File: src/rtl/sfdl_pkg.sv
// ----------------------------------------------------------------------------
// sfdl_pkg
// Shared codes, widths and reset values for the supply fault debounce and
// warning lamp block.
// ----------------------------------------------------------------------------
package sfdl_pkg;

    localparam int FAULT_W    = 32;
    localparam int VOLT_W     = 12;
    localparam int RPM_W      = 16;
    localparam int TICK_W     = 16;
    localparam int BITPOS_W   = 5;
    localparam int DEB_W      = 10;
    localparam int STROKE_W   = 8;
    localparam int ACTION_W   = 2;
    localparam int CFG_IDX_W  = 3;
    localparam int CFG_DATA_W = 32;

    localparam int DEBOUNCE_CHECKS_DEF = 800;
    localparam int FAULT_BITS_DEF      = 32;

    typedef logic [ACTION_W-1:0]  action_t;
    typedef logic [CFG_IDX_W-1:0] cfg_idx_t;

    localparam action_t ACT_CHECK  = 2'd0;
    localparam action_t ACT_TICK   = 2'd1;
    localparam action_t ACT_STROKE = 2'd2;
    localparam action_t ACT_CLEAR  = 2'd3;

    localparam cfg_idx_t REG_SUPPLY_MIN   = 3'd0;
    localparam cfg_idx_t REG_SUPPLY_MAX   = 3'd1;
    localparam cfg_idx_t REG_SUPPLY_FLOOR = 3'd2;
    localparam cfg_idx_t REG_RPM_THRESH   = 3'd3;
    localparam cfg_idx_t REG_LAMP_HOLD    = 3'd4;
    localparam cfg_idx_t REG_LOW_PRIO     = 3'd5;
    localparam cfg_idx_t REG_UNSAVED      = 3'd6;
    localparam cfg_idx_t REG_SUPPLY_BIT   = 3'd7;

    localparam logic [VOLT_W-1:0]   SUPPLY_MIN_RST   = 12'd0;
    localparam logic [VOLT_W-1:0]   SUPPLY_MAX_RST   = 12'd4095;
    localparam logic [VOLT_W-1:0]   SUPPLY_FLOOR_RST = 12'd1600;
    localparam logic [RPM_W-1:0]    RPM_THRESH_RST   = 16'd2500;
    localparam logic [TICK_W-1:0]   LAMP_HOLD_RST    = 16'd50;
    localparam logic [FAULT_W-1:0]  LOW_PRIO_RST     = 32'd0;
    localparam logic [FAULT_W-1:0]  UNSAVED_RST      = 32'd1;
    localparam logic [BITPOS_W-1:0] SUPPLY_BIT_RST   = 5'd0;

    localparam logic [STROKE_W-1:0] LOW_PRIO_STROKE = 8'd254;
    localparam logic [STROKE_W-1:0] STROKE_MAX      = 8'd255;

endpackage

File: src/rtl/supply_fault_debounce_and_warning_lamp.sv
// ----------------------------------------------------------------------------
// supply_fault_debounce_and_warning_lamp
// Fault vector keeper with debounced supply check and warning lamp timer.
// ----------------------------------------------------------------------------
// Usage:
//   Input channel (in_valid/in_stall), one request per cycle unless stalled:
//   check, tick, stroke or clear, with voltage, rpm and external set/clear masks.
//   Output channel (out_valid/out_stall) returns one result per request:
//   fault vector, merged fault record, lamp drive and save request.
//   Config registers are written through cfg_write/cfg_index/cfg_data; the user
//   must do so only while the block is idle, which the block does not enforce.
// Registering:
//   State registers load at the accepting edge; the result goes to the output
//   register if it is free, offered from the next cycle, else to the skid
//   register. One request per cycle unless stalled, set by the combinational
//   compare/update path into the state and result registers.
// Stall:
//   A result waiting under out_stall does not block input; one more request
//   lands in a skid register, and in_stall rises only while that is full.
// Reset:
//   Config returns to defaults, faults and record clear, lamp lit with the
//   hold timer loaded, no result pending.
// ----------------------------------------------------------------------------
module supply_fault_debounce_and_warning_lamp #(
    parameter int DEBOUNCE_CHECKS = sfdl_pkg::DEBOUNCE_CHECKS_DEF,
    parameter int FAULT_BITS      = sfdl_pkg::FAULT_BITS_DEF
) (
    input  logic                                clk,
    input  logic                                rst_n,

    input  logic                                cfg_write,
    input  logic [sfdl_pkg::CFG_IDX_W-1:0]      cfg_index,
    input  logic [sfdl_pkg::CFG_DATA_W-1:0]     cfg_data,

    input  logic                                in_valid,
    output logic                                in_stall,
    input  logic [sfdl_pkg::ACTION_W-1:0]       action,
    input  logic [sfdl_pkg::VOLT_W-1:0]         supply_voltage,
    input  logic [sfdl_pkg::RPM_W-1:0]          engine_rpm,
    input  logic [sfdl_pkg::FAULT_W-1:0]        fault_set,
    input  logic [sfdl_pkg::FAULT_W-1:0]        fault_clear,

    output logic                                out_valid,
    input  logic                                out_stall,
    output logic [sfdl_pkg::FAULT_W-1:0]        fault_vector,
    output logic [sfdl_pkg::FAULT_W-1:0]        merged_faults,
    output logic                                lamp_lit,
    output logic                                save_request
);

    localparam logic [63:0] MASK64 = (FAULT_BITS >= 64) ? {64{1'b1}}
                                   : ((64'd1 << FAULT_BITS) - 64'd1);
    localparam logic [sfdl_pkg::FAULT_W-1:0] VEC_MASK = MASK64[sfdl_pkg::FAULT_W-1:0];
    localparam logic [sfdl_pkg::DEB_W-1:0]   DEB_LOAD = sfdl_pkg::DEB_W'(DEBOUNCE_CHECKS);

    typedef struct packed {
        logic [sfdl_pkg::FAULT_W-1:0] faults;
        logic [sfdl_pkg::FAULT_W-1:0] merged;
        logic                         lamp;
        logic                         save;
    } result_t;

    // config
    logic [sfdl_pkg::VOLT_W-1:0]   supply_min_reg;
    logic [sfdl_pkg::VOLT_W-1:0]   supply_max_reg;
    logic [sfdl_pkg::VOLT_W-1:0]   supply_floor_reg;
    logic [sfdl_pkg::RPM_W-1:0]    rpm_thresh_reg;
    logic [sfdl_pkg::TICK_W-1:0]   lamp_hold_reg;
    logic [sfdl_pkg::FAULT_W-1:0]  low_prio_reg;
    logic [sfdl_pkg::FAULT_W-1:0]  unsaved_reg;
    logic [sfdl_pkg::BITPOS_W-1:0] supply_bit_reg;

    // block state
    logic [sfdl_pkg::FAULT_W-1:0]  active_reg,     active_next;
    logic [sfdl_pkg::FAULT_W-1:0]  saved_reg,      saved_next;
    logic                          deviating_reg,  deviating_next;
    logic                          dev_high_reg,   dev_high_next;
    logic [sfdl_pkg::DEB_W-1:0]    debounce_reg,   debounce_next;
    logic [sfdl_pkg::TICK_W-1:0]   lamp_cnt_reg,   lamp_cnt_next;
    logic                          lamp_reg,       lamp_next;
    logic [sfdl_pkg::STROKE_W-1:0] stroke_reg,     stroke_next;
    logic                          save_next;

    // output and skid
    logic    out_valid_reg;
    logic    skid_valid_reg;
    result_t out_data_reg;
    result_t skid_data_reg;
    result_t res_next;

    logic in_accept;
    logic out_free;
    logic [sfdl_pkg::FAULT_W-1:0] supply_mask;
    logic [sfdl_pkg::FAULT_W-1:0] af;
    logic [sfdl_pkg::FAULT_W-1:0] merged;

    assign in_accept = in_valid && !in_stall;
    assign out_free  = !out_valid_reg || !out_stall;
    assign in_stall  = skid_valid_reg;

    always_ff @(posedge clk or negedge rst_n)
    begin
        if (!rst_n)
        begin
            supply_min_reg   <= sfdl_pkg::SUPPLY_MIN_RST;
            supply_max_reg   <= sfdl_pkg::SUPPLY_MAX_RST;
            supply_floor_reg <= sfdl_pkg::SUPPLY_FLOOR_RST;
            rpm_thresh_reg   <= sfdl_pkg::RPM_THRESH_RST;
            lamp_hold_reg    <= sfdl_pkg::LAMP_HOLD_RST;
            low_prio_reg     <= sfdl_pkg::LOW_PRIO_RST;
            unsaved_reg      <= sfdl_pkg::UNSAVED_RST;
            supply_bit_reg   <= sfdl_pkg::SUPPLY_BIT_RST;
        end
        else if (cfg_write)
        begin
            unique case (cfg_index)
                sfdl_pkg::REG_SUPPLY_MIN:   supply_min_reg   <= cfg_data[sfdl_pkg::VOLT_W-1:0];
                sfdl_pkg::REG_SUPPLY_MAX:   supply_max_reg   <= cfg_data[sfdl_pkg::VOLT_W-1:0];
                sfdl_pkg::REG_SUPPLY_FLOOR: supply_floor_reg <= cfg_data[sfdl_pkg::VOLT_W-1:0];
                sfdl_pkg::REG_RPM_THRESH:   rpm_thresh_reg   <= cfg_data[sfdl_pkg::RPM_W-1:0];
                sfdl_pkg::REG_LAMP_HOLD:    lamp_hold_reg    <= cfg_data[sfdl_pkg::TICK_W-1:0];
                sfdl_pkg::REG_LOW_PRIO:     low_prio_reg     <= cfg_data[sfdl_pkg::FAULT_W-1:0];
                sfdl_pkg::REG_UNSAVED:      unsaved_reg      <= cfg_data[sfdl_pkg::FAULT_W-1:0];
                sfdl_pkg::REG_SUPPLY_BIT:   supply_bit_reg   <= cfg_data[sfdl_pkg::BITPOS_W-1:0];
                default: ;
            endcase
        end
    end

    assign supply_mask = sfdl_pkg::FAULT_W'(1) << supply_bit_reg;

    always_comb
    begin
        active_next    = active_reg;
        saved_next     = saved_reg;
        deviating_next = deviating_reg;
        dev_high_next  = dev_high_reg;
        debounce_next  = debounce_reg;
        lamp_cnt_next  = lamp_cnt_reg;
        lamp_next      = lamp_reg;
        stroke_next    = stroke_reg;
        save_next      = 1'b0;
        af             = '0;
        merged         = '0;

        unique case (action)
            sfdl_pkg::ACT_CHECK:
            begin
                af = ((active_reg & ~fault_clear) | fault_set) & VEC_MASK;
                if (!deviating_reg)
                begin
                    if (supply_voltage < supply_min_reg)
                    begin
                        dev_high_next  = 1'b0;
                        deviating_next = 1'b1;
                    end
                    else if (supply_voltage > supply_max_reg)
                    begin
                        dev_high_next  = 1'b1;
                        deviating_next = 1'b1;
                    end
                    else
                    begin
                        af = af & ~supply_mask;
                    end
                    debounce_next = DEB_LOAD;
                end
                else if (debounce_reg != '0)
                begin
                    if ((!dev_high_reg && supply_voltage > supply_min_reg) ||
                        (dev_high_reg && supply_voltage < supply_max_reg))
                    begin
                        deviating_next = 1'b0;
                    end
                    debounce_next = debounce_reg - sfdl_pkg::DEB_W'(1);
                end
                else
                begin
                    if (supply_voltage > supply_floor_reg && engine_rpm > rpm_thresh_reg)
                    begin
                        af = af | supply_mask;
                    end
                    else
                    begin
                        af = af & ~supply_mask;
                    end
                    deviating_next = 1'b0;
                end
                af          = af & VEC_MASK;
                active_next = af;
                if (lamp_cnt_reg == '0)
                begin
                    lamp_next = 1'b0;
                end
                if (af != '0)
                begin
                    lamp_cnt_next = lamp_hold_reg;
                    lamp_next     = 1'b1;
                end
                merged     = (saved_reg | (af & ~unsaved_reg)) & VEC_MASK;
                save_next  = (merged != saved_reg);
                saved_next = merged;
            end
            sfdl_pkg::ACT_TICK:
            begin
                if (lamp_cnt_reg != '0)
                begin
                    lamp_cnt_next = lamp_cnt_reg - sfdl_pkg::TICK_W'(1);
                end
            end
            sfdl_pkg::ACT_STROKE:
            begin
                if (stroke_reg == sfdl_pkg::LOW_PRIO_STROKE)
                begin
                    active_next = active_reg & ~low_prio_reg;
                end
                if (stroke_reg != sfdl_pkg::STROKE_MAX)
                begin
                    stroke_next = stroke_reg + sfdl_pkg::STROKE_W'(1);
                end
            end
            sfdl_pkg::ACT_CLEAR:
            begin
                active_next    = '0;
                saved_next     = '0;
                deviating_next = 1'b0;
                dev_high_next  = 1'b0;
                debounce_next  = '0;
                stroke_next    = '0;
            end
            default: ;
        endcase

        res_next.faults = active_next;
        res_next.merged = saved_next;
        res_next.lamp   = lamp_next;
        res_next.save   = save_next;
    end

    always_ff @(posedge clk or negedge rst_n)
    begin
        if (!rst_n)
        begin
            active_reg    <= '0;
            saved_reg     <= '0;
            deviating_reg <= 1'b0;
            dev_high_reg  <= 1'b0;
            debounce_reg  <= '0;
            lamp_cnt_reg  <= sfdl_pkg::LAMP_HOLD_RST;
            lamp_reg      <= 1'b1;
            stroke_reg    <= '0;
        end
        else if (in_accept)
        begin
            active_reg    <= active_next;
            saved_reg     <= saved_next;
            deviating_reg <= deviating_next;
            dev_high_reg  <= dev_high_next;
            debounce_reg  <= debounce_next;
            lamp_cnt_reg  <= lamp_cnt_next;
            lamp_reg      <= lamp_next;
            stroke_reg    <= stroke_next;
        end
    end

    // output register with one skid entry behind it
    always_ff @(posedge clk or negedge rst_n)
    begin
        if (!rst_n)
        begin
            out_valid_reg  <= 1'b0;
            skid_valid_reg <= 1'b0;
        end
        else if (out_free)
        begin
            out_valid_reg  <= skid_valid_reg || in_accept;
            skid_valid_reg <= 1'b0;
        end
        else if (in_accept)
        begin
            skid_valid_reg <= 1'b1;
        end
    end

    always_ff @(posedge clk)
    begin
        if (out_free)
        begin
            if (skid_valid_reg)
            begin
                out_data_reg <= skid_data_reg;
            end
            else if (in_accept)
            begin
                out_data_reg <= res_next;
            end
        end
        else if (in_accept)
        begin
            skid_data_reg <= res_next;
        end
    end

    assign out_valid     = out_valid_reg;
    assign fault_vector  = out_data_reg.faults;
    assign merged_faults = out_data_reg.merged;
    assign lamp_lit      = out_data_reg.lamp;
    assign save_request  = out_data_reg.save;

endmodule

File: config.mk
export PLATFORM = sky130hd
export DESIGN_NAME = supply_fault_debounce_and_warning_lamp
export DESIGN_NICKNAME = d
export VERILOG_FILES = /design/src/rtl/sfdl_pkg.sv /design/src/rtl/supply_fault_debounce_and_warning_lamp.sv
export SDC_FILE = /design/constraint.sdc
export NUM_CORES = 1
export LEC_CHECK = 0
export BUFFER_PORTS_ARGS = -buffer_cell sky130_fd_sc_hd__clkbuf_2
export CAP_MARGIN = 10
export CORE_MARGIN = 5
export CORE_UTILIZATION = 54
export DETAILED_ROUTE_END_ITERATION = 6
export HOLD_SLACK_MARGIN = 0.12
export MAX_ROUTING_LAYER = met4
export PLACE_DENSITY = 0.78
export SYNTH_ARGS = -nofsm -noshare
export SYNTH_HDL_FRONTEND = slang
export SYNTH_SLANG_ARGS = --single-unit
File: constraint.sdc
create_clock -name clk -period 7.4 [get_ports clk]
set_input_delay 1.48 -clock clk [delete_from_list [all_inputs] [get_ports clk]]
set_output_delay 1.48 -clock clk [all_outputs]
set_load 0.005 [all_outputs]
==> run summary, run 1 <==
The clock period could shrink to 5.420 ns. The leading register cell type out of synthesis was sky130_fd_sc_hd__dfrtp_1. The run gives 2 as the maximum level of the CTS H-tree. In this run, CTS created clock tree buffers numbering 41.

Tracing the worst setup path back leads to its startpoint at supply_voltage[11]. Between clock sinks in the finished design, the worst skew comes to 0.02258 ns. The tools report the critical path launch point type as a primary input. The number of cells on the worst reg-to-reg path is 12. The library cells used most frequently in the layout, excluding fill and tap cells, are sky130_fd_sc_hd__nand2_1, sky130_fd_sc_hd__o21ai_0, sky130_fd_sc_hd__dfrtp_1.

Worst supply voltage drop on vdd: 0.1567 mV. The number of placed instances, taps included, is 2463. The area added between synthesis and finish was 15.95%. The tools report the fraction of met1 tracks used by global routing as 39.86%.

Launch point of the worst reg-to-reg path: supply_bit_reg[0]. The total of hold buffers inserted after clock tree synthesis was 0. The net switching fraction of the power works out to 30.81%. Setup repair after global routing left no endpoint under its margin. The design draws 6.341 mW. Most common library cell in the layout ignoring fill and taps: sky130_fd_sc_hd__nand2_1. Across every metal layer, demand over resource in global routing totals 30.73%. The routability congestion estimate was 1.086; the maximum number of buffers from clock root to sink was 3. The flow ran to the end, and the final reports show no timing, DRC or antenna violations. In this run the static leakage power is 9.611 nW. The number of synthesized flops with an enable pin was 132; the internal portion of total power was 4.387 mW. Clock tree synthesis selected as its root buffer the cell sky130_fd_sc_hd__clkbuf_16. The logs give 1 for the initial antenna violation count and 0 for the overall overflow remaining after global route. Summed over all failing endpoints, the final setup total negative slack is 0 ns. The end of the worst register-to-register path is lamp_cnt_reg[6].

The ratio of total power to cell area was 290.9 nW/um^2; the sequential fraction of the synthesis area was 53.21%. Entering global routing, the biggest net connects 154 pins. Clock-pin slew was measured on the worst setup and hold paths at 0.06 ns. The portion of the clock cycle consumed by the worst path in the final layout was 73.24%; the overall die width was 196.6 microns. The routed design has 58.26 mm of wire. The classification of the worst-slack hold path is reg2reg. Input and output buffers added on the ports amount to 201. The logs give 2540 for the number of non-filler instances in the completed layout and 34460 sq um for the core area.

The capture point of the worst path was lamp_cnt_reg[6]. The die is 196.6 microns tall. The combinational cell fraction of total power was 21.3%; the wire length of the first global-routing pass was 89.64 mm.

Registers are responsible for 44.7% of the overall power. The number of hold violations in the final report is 0. The slew of the pin with the lowest slew margin is 1.300 ns. Count of max-cap constraint violations: 0. The number of register bits inferred by synthesis was 372. Across all register-to-register paths, the minimum setup slack is 2.46 ns.

The analysis attributes to net switching a power of 1.954 mW. The worst setup path is captured at a flip-flop. For this run, design rule violations remaining after detail routing come to 0. Timing would allow up to 184.5 MHz. The logs give 0 for the remaining number of nets flagged by the antenna check after routing and 15440 for the routed via count. The post-synth design cell area is 18800 sq um. The required time of the critical path was 7.86 ns. Of all nets on the critical path, the largest fanout is 19.

The number of clock sinks is 372. The number of standard-cell rows in the floorplan is 68. Once placement finished, the instance area stood at 20360 sq um.

The headroom to the max-slew limit was 12.78%; the number of primary I/O pins was 202. The tools report the number of standard cells after synthesis as 1858. The clock reaches the later pin of the worst-skew pair after 0.57 ns. Buffers added to address setup during post-CTS repair amount to 0. The run gives 15480 as the number of global-route vias before repair. The share of cells above drive strength 1 works out to 23.66%.

The first-pass iteration count of the detailed router was 6; the count of distinct cell types in the synthesized netlist was 78. The wire length per cell after detailed routing was 22.94 microns. The full die area is 38650 sq um.

The tools report the post-synthesis net count as 2052. The average cell area after synthesis was 10.12 sq um; the met2 routing resource usage after global routing was 48.15%. For the worst endpoint data arrival time, the log shows 5.88 ns. Once the floorplan was initialized, standard cells occupied 54.56% of the core.

The run gives 1334 as the DRC violation total after the first TritonRoute iteration. The count of final max-slew check failures was 0; the sum of net half-perimeters after detailed placement was 41.59 mm. For this run, global-route usage on met3 was measured as 4.974%. Once layout is done, the placed cells without fillers occupy 21800 sq um.

The critical path is of the in2reg type. The register with the most flip-flops in the layout has 66 of them. Using the TritonRoute via totals, the vias-per-cell ratio works out to 6.077.

Gates resized during post-CTS repair numbered 0. Busiest layer in global routing: met2. The worst hold margin is 0.4888 ns. The clock share of power was 34.0%. Counting flops with an async set or reset pin after synthesis yields a share of 64.52%. TritonCTS built the clock tree. The tools report the yosys synthesis warning count as 0. Count of nets after finishing: 2245.

For the setup violation total in the final timing report, the log shows 0.
==> synth_stat cells (all sizes together), types with 6 or more instances <==
library cell,count,share of area (%)
nand2,260,5.2
o21ai,242,6.4
dfrtp,212,28
inv,137,2.7
mux2,137,8.2
edfxtp,132,21
a21oi,100,2.7
nor2,96,1.9
clkbuf,69,1.4
nor3,65,1.9
ha,60,4.0
a21boi,34,1.4
dfstp,28,3.9
nand4,22,0.73
or3,21,0.70
nand3,20,0.53
buf,16,0.47
and3,13,0.43
a21o,12,0.48
a31oi,12,0.40
nor4,12,0.43
nand2b,10,0.33
or2,9,0.30
or4,9,0.36
o31ai,8,0.32
a211oi,7,0.28
a221oi,7,0.33
and2,7,0.23
nor2b,7,0.23
nor3b,6,0.24
o211ai,6,0.24
o41ai,6,0.28
==> worst min-delay path by stage <==
stage	slack, ns	cells past startpoint	start	endpoint
2_1_floorplan	0.45	2	active_reg[27]	active_reg[27]
3_3_place_gp	0.48	2	saved_reg[8]	saved_reg[8]
3_5_place_dp	0.48	2	active_reg[27]	active_reg[27]
4_1_cts	0.49	2	active_reg[27]	active_reg[27]
5_1_grt	0.52	1	low_prio_reg[27]	low_prio_reg[27]
6_report	0.49	2	active_reg[27]	active_reg[27]
==> kinds of logic after synthesis <==
group | after synthesis | synth area share, %
AND/OR/NAND/NOR | 566 | 14.05
AO/OA/AOI/OAI | 492 | 15.51
flip-flops | 372 | 53.21
buffers and inverters | 222 | 4.585
multiplexers | 140 | 8.365
adder cells (fa/ha/maj) | 60 | 3.993
XOR/XNOR | 6 | 0.2795
==> worst max-delay path: stages <==
cell,delay (ns)
sky130_fd_sc_hd__clkbuf_2,0.13
sky130_fd_sc_hd__ha_1,0.30
sky130_fd_sc_hd__nand2_1,0.10
sky130_fd_sc_hd__nor4_1,0.45
sky130_fd_sc_hd__a221oi_1,0.15
sky130_fd_sc_hd__buf_4,0.19
sky130_fd_sc_hd__or3_1,0.33
sky130_fd_sc_hd__o21ai_1,0.13
sky130_fd_sc_hd__buf_4,0.23
sky130_fd_sc_hd__a21oi_1,0.14
sky130_fd_sc_hd__nor4_1,0.65
sky130_fd_sc_hd__nand2_1,0.32
sky130_fd_sc_hd__nor3_4,0.59
sky130_fd_sc_hd__buf_4,0.26
sky130_fd_sc_hd__nor3_1,0.08
sky130_fd_sc_hd__a311oi_1,0.34
==> cell type report <==
| cell class | count | area, sq um |
|---|---|---|
| Antenna cell | 1 | 2.502 |
| Clock buffer | 57 | 1177 |
| Clock inverter | 19 | 256.5 |
| Fill cell | 2795 | 12660 |
| Inverter | 137 | 514.2 |
| Multi-Input combinational cell | 1264 | 7989 |
| Sequential cell | 372 | 10010 |
| Tap cell | 455 | 569.3 |
| Timing Repair Buffer | 235 | 1284 |
==> per-stage QoR <==
step / worst slack, ns / utilization [%]
detailed placement: 1.510 / 59.10
global route: 1.756 / 63.27
floorplan: 2.036 / -
CTS: 2.112 / 63.26
finish: 1.980 / 63.27
global placement: 1.646 / 59.10
==> routing by layer <==
metal,wire (microns),part of all wire (%)
met1,23490,40
met2,27290,47
met3,4467,7.7
met4,3002,5.2
met5,0,0
==> power by group through the flow <==
stage	clock [mW]	combinational (mW)	sequential, mW
6_report	2.16	1.35	2.83
2_1_floorplan	0	0.891	2.76
3_3_place_gp	0	1.29	2.84
3_5_place_dp	0	1.33	2.86
4_1_cts	2.18	1.34	2.82
5_1_grt	2.28	1.50	2.87
Power figures use the tool's default switching activity.
==> run 2, diff against run 1 <==
- PLACE_DENSITY: 0.78 -> 0.81
- clock period: 7.4 -> 4.4 ns (I/O delays scaled with it)
==> run 2 against run 1 <==
Worst setup slack got worse by 1.9 ns. First-iteration DRC count up 14%. Routed wire length increased by 4.0%. Clock skew shrank 0.0089 ns. Sequential power is 67% higher. Clock power up 50%. Global-route usage rose by 0.84 points. Sequential share of layout area fell by 1.6 points. Critical path depth unchanged. Cell area is 3.7% higher. Non-clock buffer count grew 117.
==> run summary, run 2 (synthesized netlist as in run 1, its figures left out) <==
The largest incremental delay on the critical path is 0.52 ns (-0.13 ns), and the share of the core filled with cells in the final layout is 65.59% (+2.3 points). The logs give 10.11 nW (+5.2%) for the leakage power and 34460 sq um (unchanged) for the core area. The critical path launch point type is a flip-flop.

The headroom to the max-slew limit came out at 35.29% (+23 points). Start point of the critical path: rpm_thresh_reg[7]. The wire length per cell after detailed routing is 22.80 microns (-0.61%). The endpoint type of the worst setup path was a flip-flop. The buffers plus inverters on the worst setup path works out to 4 (unchanged). The run gives 2 (unchanged) as the maximum level of the CTS H-tree. The logs give 0 ns (unchanged) for the final setup TNS and 40 (-2.4%) for the number of buffers created by CTS. The number of global-route vias before repair is 16010 (+3.5%). The routed via count is 15890 (+3.0%), and the total of hold buffers inserted after clock tree synthesis is 0 (unchanged). The run gives 0.54 ns (-0.03 ns) as the insertion delay to the later sink of the worst-skew pair. The tools report the overall overflow remaining after global route as 0 (unchanged).

The logs give 134 (-13%) for the pin count of the biggest net entering global routing and 0.01368 ns (-0.008893 ns) for the maximum clock skew at final layout. The logs give 44.7% (about the same) for the share of power burned in registers and 3 (unchanged) for the maximum number of buffers from clock root to sink. The ratio of total power to cell area is 467.0 nW/um^2 (+61%), and the net switching fraction of the power is 31.53% (+0.71 points). The slew of the pin with the lowest slew margin is 0.9706 ns (-0.3289 ns). Compared with the post-synthesis result, the final layout area differs by 20.20%. Routability congestion estimate: 1.034 (-4.8%).

The kind of critical path is reg2reg. The logs give -0.4411 ns (-1.951 ns) for the worst slack at placement and 24.6% (+3.3 points) for the combinational cell fraction of total power. The count of max-cap constraint violations is 0 (unchanged). For the required time of the critical path, the log shows 4.69 ns (-3.17 ns). For the number of standard-cell rows in the floorplan, the log shows 68 (unchanged). The count of nets after finishing is 2362 (+5.2%), and the multi-input logic area is 8053 sq um (+0.80%). The final worst setup slack was 0.03723 ns (-1.943 ns); the routed wire length was 60.62 mm (+4.0%). Walking the worst path, the cells encountered are inv_1 -> ha_1 -> buf_4 -> a21oi_1 -> nand3_1 -> a221oi_1 -> buf_4 -> and3_1 -> nor2_1 -> a221oi_1 -> buf_4 -> or3_1 -> nand4_1 -> nor4_2 -> a31oi_1 -> mux2_1. Launch point of the worst reg-to-reg path: rpm_thresh_reg[7]. For the DRC violation count after routing, the log shows 0 (unchanged). CTS placed an instance of sky130_fd_sc_hd__clkbuf_16 at the clock tree root. The setup violation total in the final timing report is 0 (unchanged). The worst hold margin was 0.1808 ns (-0.3080 ns).

The remaining number of nets flagged by the antenna check after routing was 0 (unchanged); the count of buffers from port buffering was 201 (unchanged). Leaving out fill and tap cells, the most frequent cells in the layout are sky130_fd_sc_hd__nand2_1, sky130_fd_sc_hd__o21ai_0, sky130_fd_sc_hd__dfrtp_1. The library cell appearing most often on the critical path was sky130_fd_sc_hd__buf_4. The number of hold violations in the final report is 0 (unchanged), and the reported net switching power is 3.328 mW (+70%).

The all-layer global routing usage is 31.57% (+0.84 points), and the flip-flop count of the largest register after layout is 66 (unchanged). The run gives 10.55 mW (+66%) as the total power consumption of the routed design. The run finished with clean final reports. The overall die width is 196.6 microns (unchanged), and the count of filler cells inserted in the layout is 2751 (-1.6%). Among all stages on the critical path, the largest delay is contributed by sky130_fd_sc_hd__dfstp_2.

The worst supply voltage drop on vdd was 0.3114 mV (+99%); the number of cells on the worst reg-to-reg path was 16 (+4). The logs give 91.96 mm (+2.6%) for the wire length of the first global-routing pass and 229.2 MHz for the maximum clock rate. The DRC violation total after the first TritonRoute iteration is 1527 (+14%). The sum of net half-perimeters after detailed placement came out at 44.60 mm (+7.2%). The worst endpoint data arrival time is 4.65 ns (-1.23 ns).

The clock share of power is 30.7% (-3.3 points). The initial core utilization came out at 54.56% (unchanged). On the critical path the largest part of the delay comes from simple AND/OR/NAND/NOR gates. For the number of clock sinks, the log shows 372 (unchanged). The critical-path maximum fanout works out to 5 (-14). The count of final max-slew check failures came out at 0 (unchanged). Chip height: 196.6 microns (unchanged). The logs give 4 (+3) for the initial antenna violation count and 10010 sq um (unchanged) for the area of all sequential standard cells. The number of primary I/O pins is 202 (unchanged).

TritonCTS built the clock tree. The detail-routed via count per cell was 5.977 (-1.6%). The most common library cell in the layout ignoring fill and taps was sky130_fd_sc_hd__nand2_1.

In this run the worst hold path is classified as in2async. The share of cells above drive strength 1 is 28.00% (+4.3 points). The internal reg-to-reg setup slack came out at 0.04 ns (-2.42 ns).

The logs give 38650 sq um (unchanged) for the full die area and 7 (+1) for the first-pass iteration count of the detailed router. The end of the worst register-to-register path was save_request. The worst path in the final design needs a cycle of 4.363 ns, including I/O delays and setup.

Internal portion of total power: 7.227 mW (+65%). The clock-pin slew of the registers on the worst-case setup and hold paths is 0.06 ns (about the same), and the portion of the clock cycle consumed by the worst path in the final layout is 99.15%.
==> run 2: cell count changes in the layout (fill, tap and decap cells not counted), sizes merged, moves of 2 or more <==
cell      previous run  this run
clkbuf             257       254
bufinv               5         1
clkinvlp             1         3
clkinv              12        14
diode                1         4
buf                 35       152
==> run 2: through the flow <==
stage,instance area (sq um),cells
finish,22600,2659
global route,22600,2658
CTS,22510,2651
detailed placement,21230,2577
global placement,21230,2577
floorplan,18810,1858
==> run 2: power by group through the flow <==
stage | Combinational (mW) | Clock (mW) | Sequential (mW)
floorplan | 1.50 | 0 | 4.64
global placement | 2.45 | 0 | 4.72
detailed placement | 2.54 | 0 | 4.76
CTS | 2.56 | 3.29 | 4.70
global route | 2.84 | 3.45 | 4.78
finish | 2.59 | 3.24 | 4.72
==> run 2: cell type report <==
class / count / area share (%)
Clock inverter: 20 / 0.7252
Timing Repair Buffer: 352 / 9.639
Multi-Input combinational cell: 1265 / 35.63
Sequential cell: 372 / 44.28
Clock buffer: 54 / 4.883
Inverter: 137 / 2.275
Tap cell: 455 / 2.519
Antenna cell: 4 / 0.04429
==> run 2: repair_timing <==
| item | in CTS | in global routing |
|---|---|---|
| setup buffers | 0 | 2 |
| gates cloned | 0 | 1 |
| pin swaps | 0 | 2 |
| resized for setup | 1 | 8 |
| setup endpoints to repair | 4 | 19 |
==> run 2: layer usage <==
| layer | vias to the layer above | part of all wire, % | track usage (%) | routed length, microns |
|---|---|---|---|---|
| met5 | - | 0 | - | 0 |
| met4 | 0 | 4.0 | 10.86 | 2435 |
| met3 | 120 | 7.3 | 5.111 | 4417 |
| met2 | 687 | 49 | 52.56 | 29720 |
| met1 | 7822 | 40 | 39.65 | 24040 |
| li1 | 7265 | - | - | - |
==> run 2: worst max-delay path by stage <==
stage / to / slack (ns) / depth (start not counted)
finish: save_request / 0.04 / 16
detailed placement: lamp_cnt_reg[2] / -0.44 / 16
global placement: lamp_lit / -0.39 / 15
global route: save_request / -0.02 / 16
CTS: save_request / 0.06 / 17
floorplan: lamp_lit / 0.37 / 13
==> run 2: worst reg2reg max path, delay by kind of cell (launching register included) <==
kind	cells	cell delay (ns)
simple gates	6	1.22
buf+inv	4	0.61
fa+ha+maj	1	0.28
flops	1	0.52
mux	1	0.32
compound gates	4	1.15
==> run 3, diff against run 2 <==
- CORE_ASPECT_RATIO: not set -> 1.2
==> run 3 against run 2 <==
Sequential share of layout area up 0.11 points. Fmax up 3.5%. Die area is essentially flat. Cell count down 0.23%. Clock skew grew 0.0016 ns. Register-to-register slack gained 0.15 ns.
==> run summary, run 3 (synthesized netlist as in run 1, its figures left out) <==
The flow ran to the end, and the final reports show no timing, DRC or antenna violations. The worst register-to-register path ends at lamp_cnt_reg[12]. The portion of the clock cycle consumed by the worst path in the final layout works out to 95.78% (-3.4 points). The most common library cell in the layout ignoring fill and taps was sky130_fd_sc_hd__nand2_1. The clock-pin slew of the registers on the worst-case setup and hold paths was 0.06 ns (about the same); the total of hold buffers inserted after clock tree synthesis was 0 (unchanged).

The tools report the wire length of the first global-routing pass as 92.72 mm (+0.83%). By startpoint and endpoint, the worst setup path is classified as reg2reg. The maximum level of the CTS H-tree came out at 2 (unchanged). The internal reg-to-reg setup slack came out at 0.19 ns (+0.15 ns).

The classification of the worst-slack hold path is in2async. The count of max-cap constraint violations was 0 (unchanged); the area added between synthesis and finish was 19.92%. The share of cells above drive strength 1 was 27.41% (-0.59 points). The run gives 1.005 (-2.8%) as the routability congestion estimate. TritonCTS built the clock tree. The worst supply voltage drop on vdd was 0.3057 mV (-1.9%).

The count of nets after finishing came out at 2359 (-0.13%). The worst setup path is captured at a flip-flop. The share of the core filled with cells in the final layout is 65.81% (+0.23 points), and the count of final max-slew check failures is 0 (unchanged). The number of cells on the worst reg-to-reg path was 17 (+1). The chip height is 214.4 microns (+9.1%), and the sum of net half-perimeters after detailed placement is 44.54 mm (-0.13%).

Setup repair after global routing left no endpoint under its margin. The first-pass iteration count of the detailed router was 5 (-2). Number of primary I/O pins: 202 (unchanged). DRC violation total after the first TritonRoute iteration: 1528 (+0.065%).

The run gives 74 (+8.8%) as the number of standard-cell rows in the floorplan. The buffer cell driving the clock tree root is sky130_fd_sc_hd__clkbuf_16. The tools report the all-layer global routing usage as 31.32% (-0.25 points).

The full die area was 38670 sq um (about the same); the total power consumption of the routed design was 10.57 mW (+0.17%). The maximum clock skew at final layout came out at 0.01528 ns (+0.001594 ns). The tools report the number of hold violations in the final report as 0 (unchanged). The critical-path maximum fanout is 12 (+7). The slew of the pin with the lowest slew margin is 0.9970 ns (+0.02636 ns). The wire length per cell after detailed routing is 22.70 microns (-0.44%), and the detail-routed via count per cell is 6.004 (+0.44%). The count of buffers from port buffering works out to 201 (unchanged). The logs give 10.10 nW (about the same) for the leakage power and 60.21 mm (-0.67%) for the routed wire length. The maximum number of buffers from clock root to sink was 3 (unchanged); the ratio of total power to cell area was 468.9 nW/um^2 (+0.41%). The logs give 2713 (-1.4%) for the count of filler cells inserted in the layout and 0.1859 ns (+0.1486 ns) for the final worst setup slack. The run gives 0 (unchanged) as the setup violation total in the final timing report.

The run gives 0 (unchanged) as the DRC violation count after routing. The headroom to the max-slew limit was 33.09% (-2.2 points); the worst endpoint data arrival time was 4.66 ns (about the same). The overall die width was 180.3 microns (-8.3%); the remaining number of nets flagged by the antenna check after routing was 0 (unchanged).

The area of all sequential standard cells is 10010 sq um (unchanged), and the core area is 34260 sq um (-0.58%). The logs give 15930 (+0.21%) for the routed via count and 16230 (+1.3%) for the number of global-route vias before repair. Critical path launch point type: a flip-flop. The initial antenna violation count came out at 2 (-2). The number of buffers created by CTS was 39 (-2.5%); the multi-input logic area was 8003 sq um (-0.62%). Flip-flop count of the largest register after layout: 66 (unchanged). The tools report the launch point of the worst reg-to-reg path as supply_floor_reg[9]. The overall overflow remaining after global route is 0 (unchanged), and the worst slack at placement is -0.1993 ns (+0.2418 ns). The pin count of the biggest net entering global routing is 97 (-28%).

The shortest period the worst path allows is 4.214 ns (-0.1486 ns), and the required time of the critical path is 4.84 ns (+0.15 ns). The tools report the number of clock sinks as 372 (unchanged). Leaving out fill and tap cells, the most frequent cells in the layout are sky130_fd_sc_hd__nand2_1, sky130_fd_sc_hd__o21ai_0, sky130_fd_sc_hd__dfrtp_1.

The most critical setup path has its startpoint at supply_floor_reg[9]. The insertion delay to the later sink of the worst-skew pair was 0.55 ns (about the same). The maximum clock rate was 237.3 MHz (+3.5%); the initial core utilization was 54.88% (+0.32 points).
[run 3: cell count changes in the layout (fill, tap and decap cells not counted), sizes merged]
cell      delta
clkinvlp     -3
clkbuf       +2
nor3         -1
diode        -3
bufinv       +2
buf          -1
clkinv       -3
[run 3: how the worst max path moves through the flow]
stage,end,cells after the start
3_5_place_dp,lamp_cnt_reg[9],15
6_report,lamp_cnt_reg[12],17
5_1_grt,lamp_cnt_reg[5],17
2_1_floorplan,lamp_lit,13
4_1_cts,lamp_cnt_reg[9],15
3_3_place_gp,lamp_cnt_reg[9],15
[run 3: stage by stage]
step                      instances  hold WS (ns)  instance area, sq um  setup TNS (ns)
after CTS                      2650        0.2726                 22510               0
after global placement         2578        0.4748                 21240         -0.9544
final                          2653        0.2577                 22550               0
after floorplan                1858        0.4537                 18810               0
after global routing           2653        0.2831                 22550               0
after detailed placement       2578        0.4827                 21240          -1.977
[run 3: where the power goes]
part	total (mW)	switching (mW)	internal (mW)
logic	2.54	1.47	1.07
registers	4.74	0.434	4.30
clock network	3.30	1.37	1.93
[run 3: timing repair]
item	4_1_cts	5_1_grt
setup endpoints to repair	0	8
resized for setup	0	4
setup buffers	0	2
[run 3: layout make-up]
class | instances | area share, %
well taps | 456 | 2.531
clock buffers | 56 | 4.883
flip-flops and latches | 372 | 44.39
inverters | 137 | 2.281
multi-input cells | 1264 | 35.49
clock inverters | 16 | 0.7436
diodes | 1 | 0.01110
repair buffers | 351 | 9.667
[run 3: worst max-delay path: stages (launching register included)]
cell and delay (ns):
sky130_fd_sc_hd__dfstp_2 0.52, sky130_fd_sc_hd__inv_1 0.06, sky130_fd_sc_hd__ha_1 0.29, sky130_fd_sc_hd__a21oi_1 0.18
sky130_fd_sc_hd__o21ai_0 0.21, sky130_fd_sc_hd__a2111oi_1 0.50, sky130_fd_sc_hd__buf_4 0.21, sky130_fd_sc_hd__a311oi_2 0.07
sky130_fd_sc_hd__buf_4 0.21, sky130_fd_sc_hd__a21oi_1 0.12, sky130_fd_sc_hd__o21a_1 0.15, sky130_fd_sc_hd__nor3b_1 0.34
sky130_fd_sc_hd__nand4_1 0.17, sky130_fd_sc_hd__buf_4 0.20, sky130_fd_sc_hd__nor3_4 0.24, sky130_fd_sc_hd__buf_4 0.24
sky130_fd_sc_hd__nor3_1 0.10, sky130_fd_sc_hd__a311oi_1 0.30
[run 3: metal layers]
metal | GRT usage [%] | wire (microns) | part of all wire (%)
met1 | 37.62 | 23100 | 38
met2 | 51.73 | 29290 | 49
met3 | 5.599 | 4478 | 7.4
met4 | 14.40 | 3352 | 5.6
met5 | - | 0 | 0
